`config.mk`:
```
export PLATFORM = sky130hd
export DESIGN_NAME = radix_converter_unit
export DESIGN_NICKNAME = d
export VERILOG_FILES = /design/src/hdl/rcu_pkg.sv /design/src/hdl/rcu_divider.sv /design/src/hdl/radix_converter_unit.sv
export SDC_FILE = /design/constraint.sdc
export NUM_CORES = 1
export LEC_CHECK = 0
export BUFFER_PORTS_ARGS = -buffer_cell sky130_fd_sc_hd__buf_4
export CAP_MARGIN = 10
export CORE_MARGIN = 1
export CORE_UTILIZATION = 55
export CTS_CLUSTER_SIZE = 20
export DETAILED_ROUTE_END_ITERATION = 10
export PLACE_DENSITY = 0.71
export SKIP_LAST_GASP = 1
export SYNTH_ARGS = -nofsm -noshare
export SYNTH_HDL_FRONTEND = slang
export SYNTH_SLANG_ARGS = --single-unit
```
`constraint.sdc`:
```
create_clock -name clock -period 15.5 [get_ports clock]
set_input_delay 0 -clock clock [delete_from_list [all_inputs] [get_ports clock]]
set_output_delay 0 -clock clock [all_outputs]
set_load 0.03 [all_outputs]
```
`src/hdl/rcu_pkg.sv`:
```
// Shared types, constants and helpers for the radix converter unit.
// Used by rcu_divider and radix_converter_unit; no dependencies.

package rcu_pkg;

   // Field and register widths
   localparam int NUM_WIDTH  = 31;
   localparam int RADIX_WIDTH = 4;
   localparam int CSR_INDEX_WIDTH = 1;

   // Radix limits and the fixed decimal radix
   localparam logic [RADIX_WIDTH-1:0] RADIX_MIN = 4'd2;
   localparam logic [RADIX_WIDTH-1:0] RADIX_DEC = 4'd10;

   // Saturation limit of a result
   localparam logic [NUM_WIDTH-1:0] RESULT_MAX = 31'h7FFF_FFFF;

   // Largest decimal place weight below the saturation limit (10^9)
   localparam int WEIGHT_WIDTH = 30;
   localparam logic [WEIGHT_WIDTH-1:0] WEIGHT_LAST = 30'd1000000000;

   // Configuration register indexes
   localparam logic [CSR_INDEX_WIDTH-1:0] CSR_FROM_BASE = 1'b0;
   localparam logic [CSR_INDEX_WIDTH-1:0] CSR_TO_BASE   = 1'b1;

   // Divider geometry: quotient bits per cycle and cycles per division
   localparam int DIV_WIDTH  = 32;
   localparam int DIV_STEP   = 8;
   localparam int DIV_CYCLES = DIV_WIDTH / DIV_STEP;
   localparam int DIV_CNT_WIDTH = $clog2(DIV_CYCLES);
   localparam logic [DIV_CNT_WIDTH-1:0] DIV_CNT_LAST = DIV_CNT_WIDTH'(DIV_CYCLES - 1);

   // Sequencer states
   typedef enum logic [2:0] {
      S_IDLE,
      S_DEC_CHK,
      S_DEC_WAIT,
      S_TGT_CHK,
      S_TGT_WAIT,
      S_FINISH
   } state_type;

   // Divider request and response
   typedef struct packed {
      logic                   start;
      logic [DIV_WIDTH-1:0]   dividend;
      logic [RADIX_WIDTH-1:0] divisor;
   } div_req_type;

   typedef struct packed {
      logic                   done;
      logic [DIV_WIDTH-1:0]   quotient;
      logic [RADIX_WIDTH-1:0] remainder;
   } div_rsp_type;

   // Force a radix register value into 2..10
   function automatic logic [RADIX_WIDTH-1:0] clamp_radix(input logic [RADIX_WIDTH-1:0] r);
      logic [RADIX_WIDTH-1:0] c;
      if (r < RADIX_MIN) begin
         c = RADIX_MIN;
      end else if (r > RADIX_DEC) begin
         c = RADIX_DEC;
      end else begin
         c = r;
      end
      return c;
   endfunction

endpackage

```
`src/hdl/rcu_divider.sv`:
```
// Iterative divider by a small radix (2..10), several quotient bits per cycle.
// Depends on rcu_pkg for geometry and the request/response structs.

module rcu_divider (
   input  logic                clock,
   input  logic                reset,
   input  rcu_pkg::div_req_type div_req,
   output rcu_pkg::div_rsp_type div_rsp
);

   logic                                busy_ff, busy_in;
   logic                                done_ff, done_in;
   logic [rcu_pkg::DIV_CNT_WIDTH-1:0]   cnt_ff, cnt_in;
   logic [rcu_pkg::DIV_WIDTH-1:0]       work_ff, work_in;
   logic [rcu_pkg::RADIX_WIDTH-1:0]     rem_ff, rem_in;
   logic [rcu_pkg::RADIX_WIDTH-1:0]     divisor_ff, divisor_in;

   // Restoring division over one slice of dividend bits
   always_comb begin
      logic [rcu_pkg::RADIX_WIDTH:0] r;
      logic [rcu_pkg::DIV_WIDTH-1:0] w;
      r = {1'b0, rem_ff};
      w = work_ff;
      for (int i = 0; i < rcu_pkg::DIV_STEP; i++) begin
         r = {r[rcu_pkg::RADIX_WIDTH-1:0], w[rcu_pkg::DIV_WIDTH-1]};
         w = {w[rcu_pkg::DIV_WIDTH-2:0], 1'b0};
         if (r >= {1'b0, divisor_ff}) begin
            r = r - {1'b0, divisor_ff};
            w[0] = 1'b1;
         end
      end

      busy_in    = busy_ff;
      done_in    = 1'b0;
      cnt_in     = cnt_ff;
      work_in    = work_ff;
      rem_in     = rem_ff;
      divisor_in = divisor_ff;

      if (div_req.start) begin
         busy_in    = 1'b1;
         cnt_in     = '0;
         work_in    = div_req.dividend;
         rem_in     = '0;
         divisor_in = div_req.divisor;
      end else if (busy_ff) begin
         work_in = w;
         rem_in  = r[rcu_pkg::RADIX_WIDTH-1:0];
         cnt_in  = cnt_ff + 1'b1;
         if (cnt_ff == rcu_pkg::DIV_CNT_LAST) begin
            busy_in = 1'b0;
            done_in = 1'b1;
         end
      end
   end

   // Control state
   always_ff @(posedge clock) begin
      if (reset) begin
         busy_ff <= 1'b0;
         done_ff <= 1'b0;
         cnt_ff  <= '0;
      end else begin
         busy_ff <= busy_in;
         done_ff <= done_in;
         cnt_ff  <= cnt_in;
      end
   end

   // Operands and partial results
   always_ff @(posedge clock) begin
      work_ff    <= work_in;
      rem_ff     <= rem_in;
      divisor_ff <= divisor_in;
   end

   assign div_rsp.done      = done_ff;
   assign div_rsp.quotient  = work_ff;
   assign div_rsp.remainder = rem_ff;

   // A new division never starts over one in flight
   assert property (@(posedge clock) disable iff (reset) div_req.start |-> !busy_ff)
      else $error("divider started while busy");

   // The finished remainder is below the divisor
   assert property (@(posedge clock) disable iff (reset) done_ff |-> (rem_ff < divisor_ff))
      else $error("divider remainder not below divisor");

   // Done follows the last slice of a division
   assert property (@(posedge clock) disable iff (reset)
      (busy_ff && !div_req.start && cnt_ff == rcu_pkg::DIV_CNT_LAST) |=> done_ff)
      else $error("divider done missing after last slice");

endmodule

```
`src/hdl/radix_converter_unit.sv`:
```
// Radix converter: reads a decimal-coded number in one radix, writes it
// decimal-coded in another. Depends on rcu_pkg and rcu_divider.
//
// Usage:
//  - csr_ port: write from_base (index 0) or to_base (index 1) with
//    csr_write_enable; values are clamped to 2..10. Write only while idle.
//  - req_ channel: one number per transfer; req_stall is high while an
//    item is being converted, so one item is in work at a time.
//  - rsp_ channel: result value and overflow flag, held in an output
//    register until the receiver takes it. A new request is accepted while
//    a result still waits; the next result waits in the sequencer until the
//    output register is free.
//  - Timing: equal radices skip the divider; the request goes straight to the
//    finish state and on to the output register. Otherwise each digit, input
//    decimal digit or output target digit, takes one division on the shared
//    8-bit-per-cycle divider (issue, 4 slices, retire). An input has at most
//    10 decimal digits, an output at most 31 target digits. The sequencer goes
//    idle as the result is loaded into the output register, then takes requests.
//  - Reset: both radices return to 10, the sequencer goes idle and no
//    result is pending.

module radix_converter_unit (
   input  logic                                 clock,
   input  logic                                 reset,
   input  logic                                 req_valid,
   output logic                                 req_stall,
   input  logic [rcu_pkg::NUM_WIDTH-1:0]        req_number,
   output logic                                 rsp_valid,
   input  logic                                 rsp_stall,
   output logic [rcu_pkg::NUM_WIDTH-1:0]        rsp_result_value,
   output logic                                 rsp_overflow,
   input  logic                                 csr_write_enable,
   input  logic [rcu_pkg::CSR_INDEX_WIDTH-1:0]  csr_index,
   input  logic [rcu_pkg::RADIX_WIDTH-1:0]      csr_write_data
);

   rcu_pkg::state_type                  state_ff, state_in;
   logic [rcu_pkg::RADIX_WIDTH-1:0]     from_base_ff, from_base_in;
   logic [rcu_pkg::RADIX_WIDTH-1:0]     to_base_ff, to_base_in;
   logic [rcu_pkg::NUM_WIDTH-1:0]       num_ff, num_in;
   logic [rcu_pkg::NUM_WIDTH-1:0]       value_ff, value_in;
   logic [rcu_pkg::DIV_WIDTH-1:0]       weight_ff, weight_in;
   logic [rcu_pkg::WEIGHT_WIDTH-1:0]    tw_ff, tw_in;
   logic                                tw_over_ff, tw_over_in;
   logic [rcu_pkg::NUM_WIDTH-1:0]       acc_ff, acc_in;
   logic                                ovf_ff, ovf_in;
   logic                                rsp_valid_ff, rsp_valid_in;
   logic [rcu_pkg::NUM_WIDTH-1:0]       rsp_value_ff, rsp_value_in;
   logic                                rsp_ovf_ff, rsp_ovf_in;

   logic [rcu_pkg::RADIX_WIDTH-1:0]     fb, tb;
   logic                                req_xfer, rsp_load;
   rcu_pkg::div_req_type                div_req;
   rcu_pkg::div_rsp_type                div_rsp;

   logic [rcu_pkg::DIV_WIDTH+rcu_pkg::RADIX_WIDTH-1:0]    dec_term, dec_weight;
   logic [rcu_pkg::WEIGHT_WIDTH+rcu_pkg::RADIX_WIDTH-1:0] tgt_term, tw_next;
   logic [rcu_pkg::WEIGHT_WIDTH+rcu_pkg::RADIX_WIDTH:0]   tgt_sum;

   rcu_divider u_divider (
      .clock   (clock),
      .reset   (reset),
      .div_req (div_req),
      .div_rsp (div_rsp)
   );

   assign fb = rcu_pkg::clamp_radix(from_base_ff);
   assign tb = rcu_pkg::clamp_radix(to_base_ff);

   assign req_stall = (state_ff != rcu_pkg::S_IDLE);
   assign req_xfer  = req_valid && !req_stall;
   assign rsp_load  = (state_ff == rcu_pkg::S_FINISH) && (!rsp_valid_ff || !rsp_stall);

   // Configuration writes
   always_comb begin
      from_base_in = from_base_ff;
      to_base_in   = to_base_ff;
      if (csr_write_enable) begin
         case (csr_index)
            rcu_pkg::CSR_FROM_BASE: from_base_in = csr_write_data;
            rcu_pkg::CSR_TO_BASE:   to_base_in   = csr_write_data;
            default: ;
         endcase
      end
   end

   // Digit products: source weighting, target decimal placement
   assign dec_term   = div_rsp.remainder * weight_ff;
   assign dec_weight = weight_ff * fb;
   assign tgt_term   = div_rsp.remainder * tw_ff;
   assign tgt_sum    = {{(rcu_pkg::WEIGHT_WIDTH + rcu_pkg::RADIX_WIDTH + 1
                          - rcu_pkg::NUM_WIDTH){1'b0}}, acc_ff}
                     + {1'b0, tgt_term};
   assign tw_next    = tw_ff * rcu_pkg::RADIX_DEC;

   // Sequencer: next state and datapath
   always_comb begin
      state_in   = state_ff;
      num_in     = num_ff;
      value_in   = value_ff;
      weight_in  = weight_ff;
      tw_in      = tw_ff;
      tw_over_in = tw_over_ff;
      acc_in     = acc_ff;
      ovf_in     = ovf_ff;
      div_req.start    = 1'b0;
      div_req.dividend = {1'b0, num_ff};
      div_req.divisor  = rcu_pkg::RADIX_DEC;

      case (state_ff)
         rcu_pkg::S_IDLE: begin
            if (req_xfer) begin
               num_in     = req_number;
               value_in   = '0;
               weight_in  = rcu_pkg::DIV_WIDTH'(1);
               tw_in      = rcu_pkg::WEIGHT_WIDTH'(1);
               tw_over_in = 1'b0;
               acc_in     = '0;
               ovf_in     = 1'b0;
               if (fb == tb) begin
                  acc_in   = req_number;
                  state_in = rcu_pkg::S_FINISH;
               end else begin
                  state_in = rcu_pkg::S_DEC_CHK;
               end
            end
         end

         // Peel decimal digits off the input
         rcu_pkg::S_DEC_CHK: begin
            if (num_ff == '0) begin
               state_in = rcu_pkg::S_TGT_CHK;
            end else begin
               div_req.start = 1'b1;
               state_in      = rcu_pkg::S_DEC_WAIT;
            end
         end

         rcu_pkg::S_DEC_WAIT: begin
            if (div_rsp.done) begin
               num_in    = div_rsp.quotient[rcu_pkg::NUM_WIDTH-1:0];
               value_in  = value_ff + dec_term[rcu_pkg::NUM_WIDTH-1:0];
               weight_in = dec_weight[rcu_pkg::DIV_WIDTH-1:0];
               state_in  = rcu_pkg::S_DEC_CHK;
            end
         end

         // Peel target-radix digits off the value
         rcu_pkg::S_TGT_CHK: begin
            div_req.dividend = {1'b0, value_ff};
            div_req.divisor  = tb;
            if (value_ff == '0) begin
               state_in = rcu_pkg::S_FINISH;
            end else begin
               div_req.start = 1'b1;
               state_in      = rcu_pkg::S_TGT_WAIT;
            end
         end

         rcu_pkg::S_TGT_WAIT: begin
            div_req.dividend = {1'b0, value_ff};
            div_req.divisor  = tb;
            if (div_rsp.done) begin
               value_in = div_rsp.quotient[rcu_pkg::NUM_WIDTH-1:0];
               // place the digit, saturating on overflow
               if (div_rsp.remainder != '0 && !ovf_ff) begin
                  if (tw_over_ff ||
                      tgt_sum > {{(rcu_pkg::WEIGHT_WIDTH + rcu_pkg::RADIX_WIDTH + 1
                                   - rcu_pkg::NUM_WIDTH){1'b0}}, rcu_pkg::RESULT_MAX}) begin
                     ovf_in = 1'b1;
                     acc_in = rcu_pkg::RESULT_MAX;
                  end else begin
                     acc_in = tgt_sum[rcu_pkg::NUM_WIDTH-1:0];
                  end
               end
               // next decimal place; past 10^9 every place overflows
               if (!tw_over_ff) begin
                  if (tw_ff == rcu_pkg::WEIGHT_LAST) begin
                     tw_over_in = 1'b1;
                  end else begin
                     tw_in = tw_next[rcu_pkg::WEIGHT_WIDTH-1:0];
                  end
               end
               state_in = rcu_pkg::S_TGT_CHK;
            end
         end

         rcu_pkg::S_FINISH: begin
            if (rsp_load) begin
               state_in = rcu_pkg::S_IDLE;
            end
         end

         default: begin
            state_in = rcu_pkg::S_IDLE;
         end
      endcase
   end

   // Output register
   always_comb begin
      rsp_valid_in = rsp_valid_ff;
      rsp_value_in = rsp_value_ff;
      rsp_ovf_in   = rsp_ovf_ff;
      if (rsp_load) begin
         rsp_valid_in = 1'b1;
         rsp_value_in = acc_ff;
         rsp_ovf_in   = ovf_ff;
      end else if (!rsp_stall) begin
         rsp_valid_in = 1'b0;
      end
   end

   // Control state and configuration
   always_ff @(posedge clock) begin
      if (reset) begin
         state_ff     <= rcu_pkg::S_IDLE;
         from_base_ff <= rcu_pkg::RADIX_DEC;
         to_base_ff   <= rcu_pkg::RADIX_DEC;
         rsp_valid_ff <= 1'b0;
      end else begin
         state_ff     <= state_in;
         from_base_ff <= from_base_in;
         to_base_ff   <= to_base_in;
         rsp_valid_ff <= rsp_valid_in;
      end
   end

   // Datapath registers
   always_ff @(posedge clock) begin
      num_ff       <= num_in;
      value_ff     <= value_in;
      weight_ff    <= weight_in;
      tw_ff        <= tw_in;
      tw_over_ff   <= tw_over_in;
      acc_ff       <= acc_in;
      ovf_ff       <= ovf_in;
      rsp_value_ff <= rsp_value_in;
      rsp_ovf_ff   <= rsp_ovf_in;
   end

   assign rsp_valid        = rsp_valid_ff;
   assign rsp_result_value = rsp_value_ff;
   assign rsp_overflow     = rsp_ovf_ff;

   // An overflowed result is always saturated
   assert property (@(posedge clock) disable iff (reset)
      (rsp_valid_ff && rsp_ovf_ff) |-> (rsp_value_ff == rcu_pkg::RESULT_MAX))
      else $error("overflow without saturated result");

   // Divider completions arrive only while the sequencer waits for them
   assert property (@(posedge clock) disable iff (reset)
      div_rsp.done |-> (state_ff == rcu_pkg::S_DEC_WAIT || state_ff == rcu_pkg::S_TGT_WAIT))
      else $error("divider done outside a wait state");

   // A decimal digit is always below ten
   assert property (@(posedge clock) disable iff (reset)
      (div_rsp.done && state_ff == rcu_pkg::S_DEC_WAIT) |-> (div_rsp.remainder < rcu_pkg::RADIX_DEC))
      else $error("decimal digit out of range");

   // An accepted request always leaves the idle state
   assert property (@(posedge clock) disable iff (reset)
      req_xfer |=> (state_ff != rcu_pkg::S_IDLE))
      else $error("request accepted but sequencer stayed idle");

endmodule
```
==> results.sh <==
export IMPL_synth_nets=3020
export IMPL_worstMarginPinSlew_ns=1.12
export IMPL_clock_skew_ns=0.0119
export IMPL_required_ns=16.00
export IMPL_dp_hpwl_mm=45.9
export IMPL_critPathBufInv=7
export IMPL_cp_common_cell="a21o_1"
export IMPL_cts_buffers=30
export IMPL_slew_headroom_pct=25.0
export IMPL_startpoint_type="flop"
export IMPL_status="finished clean"
export IMPL_clock_path_buffers=3
export IMPL_grt_pass1_wl_mm=101
export IMPL_syn_inst=2553
export IMPL_die_h_um=211
export IMPL_synthTopCellsByArea="edfxtp_1 28%, fa_1 19%, ha_1 10%, nand2_1 7.3%, inv_1 3.7%"
export IMPL_postLayoutCellArea_um2=26800
export IMPL_vias=18900
export IMPL_end_kind="flop"
export IMPL_maxSlewViolCount=0
export IMPL_synth_most_common_cell="nand2_1"
export IMPL_drtPass1Iterations=6
export IMPL_use_met3_pct=5.22
export IMPL_worstHoldPathType="input pin to flop"
export IMPL_vias_per_cell=5.82
export IMPL_syn2layout_area_growth_pct=11.2
export IMPL_finalSetupViolations=0
export IMPL_ys_async_sr_fraction_pct=0
export IMPL_cts_tree="yes"
export IMPL_synth_top_area_share_pct=27.9
export IMPL_grt_met2_usage_pct=46.1
export IMPL_netlist_area_um2=24100
export IMPL_overflow=0
export IMPL_fp_dieArea_um2=44600
export IMPL_synth_common_cells="468 x nand2_1, 236 x inv_1, 233 x fa_1, 224 x edfxtp_1, 193 x ha_1"
export IMPL_path_class="flop to flop"
export IMPL_min_period_ns=14.36
export IMPL_clock_fmax_mhz=69.6
export IMPL_critPathMaxStageDelay_ns=0.53
export IMPL_grt_pass1_vias=19200
export IMPL_whs_ns=0.117
export IMPL_fp_dieW_um=211
export IMPL_clock_sinks=244
export IMPL_final_antenna_net_count=0
export IMPL_critPathArrivalTime_ns=14.86
export IMPL_synth_seq_cells=244
export IMPL_fin_nets=3109
export IMPL_hold_viol=0
export IMPL_start_util_pct=55.8
export IMPL_crit_slowest_cell="edfxtp_1"
export IMPL_worst_path_max_fanout=9
export IMPL_grt_usage_pct=28.8
export IMPL_drcViolationCount=0
export IMPL_routabilityCongestion=0.902
export IMPL_busiest_layer="met2"
export IMPL_htree_levels=1
export IMPL_dr_first_iter_drc_count=1605
export IMPL_use_met1_pct=39.5
export IMPL_path_clk_slew_ns=0.06
export IMPL_ys_seq_area_share_pct=29.6
export IMPL_setup_tns_ns=0
export IMPL_antenna_found_initial=0
export IMPL_ios=75
export IMPL_drv_cap=0
export IMPL_grt_max_degree=77
export IMPL_row_count=76
export IMPL_core_um2=43200
export IMPL_synth_avg_cell_area_um2=9.43
export IMPL_antenna_cells=0
export IMPL_port_buffers=74
export IMPL_drive_gt1_share_pct=7.91
export IMPL_clockRootBuffer="clkbuf_16"
export IMPL_placed_cell_area_um2=25200
export IMPL_yosys_area_top_type="edfxtp_1"
export IMPL_synth_flop_cell="edfxtp_1"
export IMPL_ys_warn_count=0
export IMPL_wl_mm=62.6
export IMPL_yosysUniqueCellTypes=88
export IMPL_finalCritPeriodShare_pct=92.7
export IMPL_wire_per_inst_um=19.3
export IMPL_rsz0062_at_grt="false"
export IMPL_cp_top_family="compound AO/OA/AOI/OAI gates"
export IMPL_clkLatencyLatePin_ns=0.60
export IMPL_synth_edf_count=224
==> through the flow <==
| step | utilization (%) | instances | setup slack [ns] |
|---|---|---|---|
| 2_1_floorplan | - | 2553 | 2.91 |
| 3_3_place_gp | 58.4 | 3133 | 1.12 |
| 3_5_place_dp | 58.4 | 3133 | 0.722 |
| 4_1_cts | 61.8 | 3240 | 0.682 |
| 5_1_grt | 62.0 | 3251 | 0.0400 |
| 6_report | 62.0 | 3251 | 1.14 |
==> flip-flops by register name, indices dropped and copies added, names as in the netlist <==
name	flops
u_divider.work_ff	32
acc_ff	31
num_ff	31
rsp_result_value	31
value_ff	31
weight_ff	31
tw_ff	30
from_base_ff	4
to_base_ff	4
u_divider.divisor_ff	4
u_divider.rem_ff	4
state_ff	3
u_divider.cnt_ff	2
ovf_ff	1
rsp_overflow	1
rsp_valid	1
tw_over_ff	1
u_divider.busy_ff	1
u_divider.done_ff	1
==> cells in the final DEF, fill, tap and decap left out, drive strengths merged, types with 10 or more instances in the layout <==
| cell | n |
|---|---|
| ha | 193 |
| nand2 | 471 |
| buf | 105 |
| a31oi | 46 |
| nand4 | 11 |
| nand3 | 25 |
| or3 | 15 |
| fa | 233 |
| and3 | 48 |
| mux2i | 16 |
| o21ai | 99 |
| a21o | 55 |
| nor2 | 159 |
| nor4 | 20 |
| nor3 | 31 |
| nand2b | 24 |
| xnor2 | 70 |
| and2 | 86 |
| o21a | 10 |
| dfxtp | 20 |
| dlygate4sd3 | 51 |
| nor2b | 23 |
| edfxtp | 224 |
| a21oi | 154 |
| clkinv | 13 |
| clkbuf | 40 |
| xor2 | 55 |
| a211oi | 15 |
| inv | 239 |
==> path summary, 6_finish.rpt <==
check                                        startpoint  cells after the start             endpoint  slack [ns]
worst max register to register  u_divider.divisor_ff[1]                     67  u_divider.rem_ff[2]        1.14
worst min-delay path                          req_valid                      4           tw_over_ff        0.12
worst max-delay path            u_divider.divisor_ff[1]                     67  u_divider.rem_ff[2]        1.14
worst min register to register                   ovf_ff                      0         rsp_overflow        0.46
==> routing by layer <==
metal	part of all wire, %	wire length, um
met2	46	28700
met4	3.6	2280
met5	0	0
met1	43	27200
met3	7.1	4460
==> worst register-to-register path, delay by kind of cell, from the launching register on <==
kind            cells  cell delay (ns)
compound gates     30             6.41
buf+inv             7             0.84
simple gates       16             2.40
flops               1             0.53
mux                 6             1.80
fa+ha+maj           8             2.28
==> cell type report <==
class                           count  area [um2]
Timing Repair Buffer              156        1320
Sequential cell                   244        7130
Clock buffer                       40         818
Inverter                          238         897
Fill cell                        3618       16400
Tap cell                          585         732
Clock inverter                     16         136
Multi-Input combinational cell   1972       15700
==> cells by family (layout without fill, tap and decap cells) <==
logic type      after synthesis  count (layout)  synth area share, %
buf+inv                     337             450                 5.31
flops                       244             244                 29.6
compound gates              459             459                 12.1
fa+ha+maj                   426             426                 29.4
xor+xnor                    125             125                 4.55
simple gates                939             939                 17.9
mux                          23              23                 1.14
==> what timing repair did <==
action                                 4_1_cts  5_1_grt
hold buffers                                51        0
setup endpoints to repair                    0        5
setup buffers                                0       10
endpoints found under the hold margin       78        0
resized for setup                            0        1
Power is not shown: default switching activity piles up to over one toggle a cycle in this logic, so the estimate is an artifact.
